**src/design/phwbb_pkg.sv**
```systemverilog
`default_nettype none
package phwbb_pkg;

  localparam int unsigned SamplesDefault = 10;

  localparam int unsigned AdcW    = 10;
  localparam int unsigned PhW     = 12;
  localparam int unsigned BandW   = 10;
  localparam int unsigned GainW   = 16;
  localparam int unsigned OffsetW = 13;
  localparam int unsigned CountW  = 4;
  localparam int unsigned SumW    = 16;
  localparam int unsigned NumW    = SumW + 1;
  localparam int unsigned CfgIdxW = 4;
  localparam int unsigned CfgDataW = 16;

  // reciprocal divide: q = (n * ceil(2^DivShift / d)) >> DivShift, exact for n < 2^NumW, d <= 14
  localparam int unsigned DivShift = 22;
  localparam int unsigned RecipW   = 21;

  localparam logic [PhW-1:0]            TargetReset = 12'd0;
  localparam logic [BandW-1:0]          BandReset   = 10'd102;
  localparam logic signed [GainW-1:0]   GainReset   = 16'sd291;
  localparam logic signed [OffsetW-1:0] OffsetReset = 13'sd195;

  typedef enum logic [CfgIdxW-1:0] {
    CFG_TARGET = 4'd0,
    CFG_BAND   = 4'd1,
    CFG_GAIN   = 4'd2,
    CFG_OFFSET = 4'd3
  } cfg_idx_e;

  typedef struct packed {
    logic [PhW-1:0]            target;
    logic [BandW-1:0]          band;
    logic signed [GainW-1:0]   gain;
    logic signed [OffsetW-1:0] offset;
  } cfg_t;

endpackage
`default_nettype wire

```
**src/design/phwbb_if.sv**
```systemverilog
`default_nettype none
interface phwbb_sample_if import phwbb_pkg::*; ();
  logic            valid;
  logic            ready;
  logic [AdcW-1:0] adc_sample;

  modport source (output valid, output adc_sample, input ready);
  modport sink   (input valid, input adc_sample, output ready);
endinterface

interface phwbb_result_if import phwbb_pkg::*; ();
  logic           valid;
  logic           ready;
  logic [PhW-1:0] ph_average;
  logic           acid_on;
  logic           base_on;

  modport source (output valid, output ph_average, output acid_on, output base_on,
                  input ready);
  modport sink   (input valid, input ph_average, input acid_on, input base_on,
                  output ready);
endinterface

interface phwbb_cfg_if import phwbb_pkg::*; ();
  logic                valid;
  logic                ready;
  logic [CfgIdxW-1:0]  index;
  logic [CfgDataW-1:0] data;

  modport source (output valid, output index, output data, input ready);
  modport sink   (input valid, input index, input data, output ready);
endinterface
`default_nettype wire

```
**src/design/phwbb_convert.sv**
```systemverilog
`default_nettype none
module phwbb_convert import phwbb_pkg::*; (
  input  wire logic [AdcW-1:0] adc_i,
  input  wire cfg_t            cfg_i,
  output logic [PhW-1:0]       ph_o
);

  logic signed [26:0] prod;
  logic signed [26:0] rounded;
  logic signed [18:0] scaled;
  logic signed [19:0] sum;

  assign prod    = $signed({1'b0, adc_i}) * cfg_i.gain;
  assign rounded = prod + 27'sd128;
  assign scaled  = rounded[26:8];
  assign sum     = {scaled[18], scaled} + {{(20-OffsetW){cfg_i.offset[OffsetW-1]}}, cfg_i.offset};

  always_comb begin
    if (sum[19]) begin
      ph_o = '0;
    end else if (sum[18:PhW] != '0) begin
      ph_o = '1;
    end else begin
      ph_o = sum[PhW-1:0];
    end
  end

endmodule
`default_nettype wire

```
**src/design/phwbb_divide.sv**
```systemverilog
`default_nettype none
module phwbb_divide import phwbb_pkg::*; #(
  parameter int unsigned Samples = SamplesDefault
) (
  input  wire logic [NumW-1:0] num_i,
  output logic [PhW-1:0]       quot_o
);

  localparam int unsigned Div = Samples - 2;
  localparam logic [RecipW-1:0] Recip = RecipW'(((1 << DivShift) + Div - 1) / Div);

  logic [NumW+RecipW-1:0] prod;

  assign prod   = {{RecipW{1'b0}}, num_i} * {{NumW{1'b0}}, Recip};
  assign quot_o = prod[DivShift+PhW-1:DivShift];

endmodule
`default_nettype wire

```
**src/design/ph_window_bang_bang_controller_unit.sv**
```systemverilog
// Path: a window-closing sample passes the input, conversion, snapshot, trim, mean and output registers.
// Throughput: one sample per cycle unless result_o stalls; one result per Samples samples.
// Stages: input reg, conversion, window accumulate, closed-window snapshot, trim, reciprocal multiply, output reg.
// Reset: async active-low; clears window count, sum and pipeline valids, loads register
// defaults (target 0, band 102, gain 291, offset 195).
`default_nettype none
module ph_window_bang_bang_controller_unit import phwbb_pkg::*; #(
  parameter int unsigned Samples = SamplesDefault
) (
  input  wire logic       clk_i,
  input  wire logic       rst_ni,
  phwbb_sample_if.sink    sample_i,
  phwbb_cfg_if.sink       cfg_i,
  phwbb_result_if.source  result_o
);

  localparam int unsigned Half = (Samples - 2) / 2;

  cfg_t cfg_q;

  assign cfg_i.ready = 1'b1;

  always_ff @(posedge clk_i or negedge rst_ni) begin
    if (!rst_ni) begin
      cfg_q.target <= TargetReset;
      cfg_q.band   <= BandReset;
      cfg_q.gain   <= GainReset;
      cfg_q.offset <= OffsetReset;
    end else if (cfg_i.valid) begin
      case (cfg_i.index)
        CFG_TARGET: cfg_q.target <= cfg_i.data[PhW-1:0];
        CFG_BAND:   cfg_q.band   <= cfg_i.data[BandW-1:0];
        CFG_GAIN:   cfg_q.gain   <= $signed(cfg_i.data[GainW-1:0]);
        CFG_OFFSET: cfg_q.offset <= $signed(cfg_i.data[OffsetW-1:0]);
        default: ;
      endcase
    end
  end

  // stage valids and readiness
  logic v1_q, v2_q, v3_q, v4_q, v5_q, ov_q;
  logic r1, r2, r3, r4, r5, r6;
  logic acc_take, close;

  assign r6 = !ov_q || result_o.ready;
  assign r5 = !v5_q || r6;
  assign r4 = !v4_q || r5;
  assign r3 = !v3_q || r4;
  assign acc_take = v2_q && (!close || r3);
  assign r2 = !v2_q || acc_take;
  assign r1 = !v1_q || r2;
  assign sample_i.ready = r1;

  // input register
  logic [AdcW-1:0] adc_q;

  always_ff @(posedge clk_i or negedge rst_ni) begin
    if (!rst_ni) begin
      v1_q <= 1'b0;
    end else if (r1) begin
      v1_q <= sample_i.valid;
    end
  end

  always_ff @(posedge clk_i) begin
    if (r1 && sample_i.valid) begin
      adc_q <= sample_i.adc_sample;
    end
  end

  // conversion
  logic [PhW-1:0] ph_d, ph_q;

  phwbb_convert u_convert (
    .adc_i (adc_q),
    .cfg_i (cfg_q),
    .ph_o  (ph_d)
  );

  always_ff @(posedge clk_i or negedge rst_ni) begin
    if (!rst_ni) begin
      v2_q <= 1'b0;
    end else if (r2) begin
      v2_q <= v1_q;
    end
  end

  always_ff @(posedge clk_i) begin
    if (r2 && v1_q) begin
      ph_q <= ph_d;
    end
  end

  // window accumulation
  logic [CountW-1:0] cnt_q;
  logic [SumW-1:0]   sum_q, sum_d;
  logic [PhW-1:0]    low_q, low_d, high_q, high_d;
  logic              first;

  assign first = (cnt_q == '0);
  assign close = (cnt_q == CountW'(Samples - 1));
  assign sum_d = first ? {{(SumW-PhW){1'b0}}, ph_q}
                       : sum_q + {{(SumW-PhW){1'b0}}, ph_q};
  assign low_d  = (first || ph_q < low_q)  ? ph_q : low_q;
  assign high_d = (first || ph_q > high_q) ? ph_q : high_q;

  always_ff @(posedge clk_i or negedge rst_ni) begin
    if (!rst_ni) begin
      cnt_q <= '0;
      sum_q <= '0;
    end else if (acc_take) begin
      cnt_q <= close ? '0 : cnt_q + 1'b1;
      sum_q <= sum_d;
    end
  end

  always_ff @(posedge clk_i) begin
    if (acc_take) begin
      low_q  <= low_d;
      high_q <= high_d;
    end
  end

  // closed-window snapshot
  logic [SumW-1:0] fsum_q;
  logic [PhW-1:0]  flow_q, fhigh_q;

  always_ff @(posedge clk_i or negedge rst_ni) begin
    if (!rst_ni) begin
      v3_q <= 1'b0;
    end else if (r3) begin
      v3_q <= acc_take && close;
    end
  end

  always_ff @(posedge clk_i) begin
    if (acc_take && close) begin
      fsum_q  <= sum_d;
      flow_q  <= low_d;
      fhigh_q <= high_d;
    end
  end

  // trim and rounding bias
  logic [NumW-1:0] num_q;

  always_ff @(posedge clk_i or negedge rst_ni) begin
    if (!rst_ni) begin
      v4_q <= 1'b0;
    end else if (r4) begin
      v4_q <= v3_q;
    end
  end

  always_ff @(posedge clk_i) begin
    if (r4 && v3_q) begin
      num_q <= {1'b0, fsum_q} - {{(NumW-PhW){1'b0}}, flow_q}
             - {{(NumW-PhW){1'b0}}, fhigh_q} + NumW'(Half);
    end
  end

  // mean
  logic [PhW-1:0] mean_d, mean_q;

  phwbb_divide #(
    .Samples (Samples)
  ) u_divide (
    .num_i  (num_q),
    .quot_o (mean_d)
  );

  always_ff @(posedge clk_i or negedge rst_ni) begin
    if (!rst_ni) begin
      v5_q <= 1'b0;
    end else if (r5) begin
      v5_q <= v4_q;
    end
  end

  always_ff @(posedge clk_i) begin
    if (r5 && v4_q) begin
      mean_q <= mean_d;
    end
  end

  // pump decision and output register
  logic [PhW:0]   upper, mean_ext, lower_chk;
  logic           enable, acid_d, alkali_d;
  logic [PhW-1:0] avg_q;
  logic           acid_q, alkali_q;

  assign enable    = (cfg_q.target != '0);
  assign upper     = {1'b0, cfg_q.target} + {{(PhW+1-BandW){1'b0}}, cfg_q.band};
  assign mean_ext  = {1'b0, mean_q};
  assign lower_chk = mean_ext + {{(PhW+1-BandW){1'b0}}, cfg_q.band};
  assign acid_d    = enable && (mean_ext > upper);
  assign alkali_d  = enable && !acid_d && (lower_chk < {1'b0, cfg_q.target});

  always_ff @(posedge clk_i or negedge rst_ni) begin
    if (!rst_ni) begin
      ov_q <= 1'b0;
    end else if (r6) begin
      ov_q <= v5_q;
    end
  end

  always_ff @(posedge clk_i) begin
    if (r6 && v5_q) begin
      avg_q    <= mean_q;
      acid_q   <= acid_d;
      alkali_q <= alkali_d;
    end
  end

  assign result_o.valid      = ov_q;
  assign result_o.ph_average = avg_q;
  assign result_o.acid_on    = acid_q;
  assign result_o.base_on    = alkali_q;

endmodule
`default_nettype wire

```
**src/flat_wrapper.sv**
```systemverilog
// flat-port wrapper written by rule: the top's interface ports become plain ports
module ph_window_bang_bang_controller_unit_flat import phwbb_pkg::*;
#(
  parameter int unsigned Samples = SamplesDefault
)
  (clk_i, rst_ni, sample_i_valid, sample_i_adc_sample, sample_i_ready, cfg_i_valid, cfg_i_index, cfg_i_data, cfg_i_ready, result_o_valid, result_o_ph_average, result_o_acid_on, result_o_base_on, result_o_ready);
  phwbb_sample_if sample_i_i ();
  phwbb_cfg_if cfg_i_i ();
  phwbb_result_if result_o_i ();
  input  wire logic clk_i;
  input  wire logic rst_ni;
  input wire logic [$bits(sample_i_i.valid)-1:0] sample_i_valid;
  input wire logic [$bits(sample_i_i.adc_sample)-1:0] sample_i_adc_sample;
  output wire logic [$bits(sample_i_i.ready)-1:0] sample_i_ready;
  input wire logic [$bits(cfg_i_i.valid)-1:0] cfg_i_valid;
  input wire logic [$bits(cfg_i_i.index)-1:0] cfg_i_index;
  input wire logic [$bits(cfg_i_i.data)-1:0] cfg_i_data;
  output wire logic [$bits(cfg_i_i.ready)-1:0] cfg_i_ready;
  output wire logic [$bits(result_o_i.valid)-1:0] result_o_valid;
  output wire logic [$bits(result_o_i.ph_average)-1:0] result_o_ph_average;
  output wire logic [$bits(result_o_i.acid_on)-1:0] result_o_acid_on;
  output wire logic [$bits(result_o_i.base_on)-1:0] result_o_base_on;
  input wire logic [$bits(result_o_i.ready)-1:0] result_o_ready;
  assign sample_i_i.valid = sample_i_valid;
  assign sample_i_i.adc_sample = sample_i_adc_sample;
  assign sample_i_ready = sample_i_i.ready;
  assign cfg_i_i.valid = cfg_i_valid;
  assign cfg_i_i.index = cfg_i_index;
  assign cfg_i_i.data = cfg_i_data;
  assign cfg_i_ready = cfg_i_i.ready;
  assign result_o_valid = result_o_i.valid;
  assign result_o_ph_average = result_o_i.ph_average;
  assign result_o_acid_on = result_o_i.acid_on;
  assign result_o_base_on = result_o_i.base_on;
  assign result_o_i.ready = result_o_ready;
  ph_window_bang_bang_controller_unit #(.Samples(Samples)) u_core (.clk_i(clk_i), .rst_ni(rst_ni), .sample_i(sample_i_i), .cfg_i(cfg_i_i), .result_o(result_o_i));
endmodule
```
**config.mk**
```make
export PLATFORM = sky130hd
export DESIGN_NAME = ph_window_bang_bang_controller_unit_flat
export DESIGN_NICKNAME = d
export VERILOG_FILES = /design/src/design/phwbb_pkg.sv /design/src/design/phwbb_if.sv /design/src/design/phwbb_convert.sv /design/src/design/phwbb_divide.sv /design/src/design/ph_window_bang_bang_controller_unit.sv /design/src/flat_wrapper.sv
export SDC_FILE = /design/constraint.sdc
export NUM_CORES = 1
export LEC_CHECK = 0
export ABC_AREA = 1
export BUFFER_PORTS_ARGS = -buffer_cell sky130_fd_sc_hd__buf_2
export CORE_ASPECT_RATIO = 0.7
export CORE_MARGIN = 4
export CORE_UTILIZATION = 39
export CTS_CLUSTER_SIZE = 30
export DETAILED_ROUTE_END_ITERATION = 10
export PLACE_DENSITY = 0.54
export SYNTH_ARGS = -nofsm -noshare
export SYNTH_HDL_FRONTEND = slang
export SYNTH_SLANG_ARGS = --single-unit
```
**constraint.sdc**
```tcl
create_clock -name clk_i -period 8.75 [get_ports clk_i]
set_clock_uncertainty 0.05 [all_clocks]
set_input_delay 0.4375 -clock clk_i [delete_from_list [all_inputs] [get_ports clk_i]]
set_output_delay 0.4375 -clock clk_i [all_outputs]
set_load 0.02 [all_outputs]
```
==> run summary <==
LOGIC SYNTHESIS
---------------------------------------------------------------------------------
Fraction of post-synthesis cell area in the top cell type by area           20.0%
Count of flip-flops with a built-in enable after synthesis                    123
Async set or reset register ratio after synthesis                           38.2%
Most used DFF post-synth                                             sky130_fd_sc_hd__edfxtp_1
Top post-synthesis cells by count                                    524 x sky130_fd_sc_hd__nand2_1, 488 x sky130_fd_sc_hd__inv_1, 193 x sky130_fd_sc_hd__ha_1, 159 x sky130_fd_sc_hd__fa_1, 123 x sky130_fd_sc_hd__edfxtp_1
Dominant cell type by area after synthesis                           sky130_fd_sc_hd__edfxtp_1
Total nets after synthesis                                                   2575
Most used standard cell by instance count after synthesis            sky130_fd_sc_hd__nand2_1
Synth area leaders                                                   sky130_fd_sc_hd__edfxtp_1 20%, sky130_fd_sc_hd__fa_1 17%, sky130_fd_sc_hd__ha_1 13%
Mapped Area                                                            0.0185 mm2
Post-synthesis area per instance                                         8.45 um2
Number of unique standard cell types used by synthesis                         48
Warnings, synthesis                                                             0
Post-synthesis register bit count                                             199
Synthesized instance count                                                   2188
Proportion of synthesized chip area in sequential cells                     30.3%

FINAL LAYOUT
---------------------------------------------------------------------------------
Final core utilization                                                      42.6%
Layout cells sized above 1                                                  5.81%
Area of all placed cells without fillers                               0.0199 mm2
Area growth syn-to-layout                                                   7.61%
FF+latch area                                                         0.00561 mm2
Final antenna diode count                                                       0
Final #Nets                                                                  2593
Area used by multi-input combinational logic                           0.0108 mm2
Number of filler cells placed in the layout                                  4670

DETAILED ROUTING
---------------------------------------------------------------------------------
Iteration count of the initial detailed-routing pass                            5
Starting DRT DRC Count                                                       1048
Total Wirelength                                                          45.3 mm
Detailed-route DRC error count                                                  0
Antenna Nets Post-Route                                                         0
Average routed wire per standard cell                                     16.0 um
Count of vias placed by the detailed router                                 13900
Vias/cell                                                                    4.91

CRITICAL PATH
---------------------------------------------------------------------------------
Most numerous cell on the critical path                              sky130_fd_sc_hd__nand2_1
Req. time, crit path                                                      8.92 ns
Largest stage delay, worst path                                           0.82 ns
Critical Path End Type                                                  flip-flop
R2R setup slack                                                           0.73 ns
Data arrival time at the worst-slack endpoint                             8.19 ns
Maximum fanout along the worst path                                            16
Cell with the biggest individual delay on the critical path          sky130_fd_sc_hd__edfxtp_1
Classification of the worst setup path                               flip-flop to flip-flop
Critical Path Source Type                                               flip-flop

DIE
---------------------------------------------------------------------------------
Total Die Area                                                         0.0510 mm2
IO Pins                                                                        52
Chip Width                                                                 268 um
# rows                                                                         66
Initial core utilization                                                    39.6%
Height of the chip                                                         190 um
Area of the core                                                       0.0467 mm2

STA
---------------------------------------------------------------------------------
Worst max-slew margin expressed relative to the limit                       21.8%
Share of the clock period used by the worst path                            91.7%
Number of pins with negative max-slew slack in the final report                 0
Slew at the pin with the worst max-slew slack                             1.17 ns
Fmax                                                                    0.125 GHz
Count of endpoints failing hold in the final timing report                      0
Unrepaired setup endpoints after global routing                             false
Final-layout setup total negative slack                                      0 ns
Minimum clock period after layout                                         8.02 ns
Final setup violating endpoints                                                 0

GLOBAL ROUTE
---------------------------------------------------------------------------------
Number of antenna violations at the first check in global routing               0
Maximum number of pins on one net before global-route repair                   60
Wire length of the first global-routing pass                              73.2 mm
Gr usage total                                                              18.3%
Total overflow reported by the global router                                    0
Via count of the first global-routing pass                                  13400

MIN PATH
---------------------------------------------------------------------------------
Path class of the lowest-slack min-delay path                        input port to flip-flop

CLOCK NETWORK
---------------------------------------------------------------------------------
Clock slew seen by the registers of the worst setup and hold paths        0.09 ns
CTS H-Tree Depth                                                                4
Maximum number of buffers from clock root to sink                               2
Clock network latency to the later pin of the worst-skew pair             0.46 ns
CTS sink count                                                                199
Clock tree from TritonCTS                                                    done
Cts bufs inserted                                                              17
Buffer cell driving the clock tree root                              sky130_fd_sc_hd__clkbuf_16

OUTCOME
---------------------------------------------------------------------------------
Result of the run                                                    complete, no violations

PLACE
---------------------------------------------------------------------------------
Total placed instance area                                             0.0193 mm2
Number of buffers added on ports                                               50
GP Congestion                                                               0.902
Detailed-placement wirelength estimate                                    36.5 mm

JOB
---------------------------------------------------------------------------------
Max-capacitance violation count                                                 0

cell type report:
cell class	count	area share (%)
Inverter	490	9.24
Timing Repair Buffer	56	1.51
Clock inverter	15	0.805
Sequential cell	199	28.2
Multi-Input combinational cell	1442	54.3
Clock buffer	17	2.14
Tap cell	612	3.85
sequential cells by signal, indices dropped and copies added, names as in the netlist:
signal / cells
u_core.low_q: 12
u_core.high_q: 12
u_core.num_q: 12
u_core.ph_q: 12
u_core.adc_q: 10
u_core.v4_q: 1
u_core.result_o.base_on: 1
u_core.cfg_q: 51
u_core.v5_q: 1
u_core.cnt_q: 4
u_core.sum_q: 15
u_core.fsum_q: 15
u_core.result_o.valid: 1
u_core.flow_q: 12
u_core.result_o.acid_on: 1
u_core.v3_q: 1
u_core.v2_q: 1
u_core.result_o.ph_average: 12
u_core.v1_q: 1
u_core.mean_q: 12
u_core.fhigh_q: 12
critical path, delay by kind of cell (launching register included):
kind,cells,cell delay (ns)
adders and majority gates,7,3.33
DFF,1,0.82
AOI/OAI and AO/OA,6,1.74
xor gates and xnor gates,1,0.18
and+or+nand+nor,11,1.27
buffers and inverters,7,0.35
timing repair:
action | 4_1_cts | 5_1_grt
buffers inserted | 0 | 0
endpoints found under the hold margin | 17 | 0
gates resized for setup | 0 | 0
hold buffers | 1 | 0
setup endpoints to repair | 0 | 0
placed cells by master, fill, tap and decap left out, drive strengths merged, types with 12 or more instances in the layout:
cell type and instances:
dfstp 12, nand4 17, fa 159, inv 497, clkbuf 17, xor2 40
xnor2 29, edfxtp 123, ha 193, buf 55, a21oi 103, nor3 22
nor2 91, dfrtp 64, nand3 64, nand2 532, o21ai 129
layer usage:
metal	vias to the layer above	track usage, %	wire [um]
li1	6866	-	-
met1	6691	29.8	23900
met2	322	25.2	18300
met3	28	3.30	2490
met4	0	3.09	496
met5	-	0	0
path summary, 6_finish.rpt:
path / startpoint / cells past startpoint / end
max: u_core.adc_q[7]$_DFFE_PP_ / 32 / u_core.ph_q[7]$_SDFFCE_PP0P_
min: sample_i_adc_sample[1] / 1 / u_core.adc_q[1]$_DFFE_PP_
max reg2reg: u_core.adc_q[7]$_DFFE_PP_ / 32 / u_core.ph_q[7]$_SDFFCE_PP0P_
min reg2reg: u_core.num_q[9]$_DFFE_PP_ / 0 / u_core.mean_q[6]$_DFFE_PP_
max in group asynchronous: rst_ni / 3 / u_core.cfg_q[28]$_DFFE_PN0P_
min in group asynchronous: rst_ni / 2 / u_core.v5_q$_DFFE_PN0P_
cells by family after synthesis:
| kind of cell | Yosys count | synth area share [%] |
|---|---|---|
| AND/OR/NAND/NOR | 736 | 16.3 |
| XOR/XNOR | 69 | 3.31 |
| flip-flops | 199 | 30.3 |
| adder cells (fa/ha/maj) | 352 | 30.3 |
| buffers and inverters | 547 | 11.3 |
| multiplexers | 3 | 0.183 |
| other | 1 | 0.0203 |
| AO/OA/AOI/OAI | 281 | 8.28 |
through the flow:
step                worst slack [ns]  instances  hold WS [ns]
detailed placement              1.03       2798         0.312
global route                   0.394       2831        0.0650
global placement                1.06       2798         0.313
floorplan                       2.20       2188        0.0919
CTS                            0.988       2831        0.0628
finish                         0.727       2831        0.0937
Power is left out: the tool's default activity adds up to more than one toggle a clock period on the data nets, which glitch-free logic cannot reach.
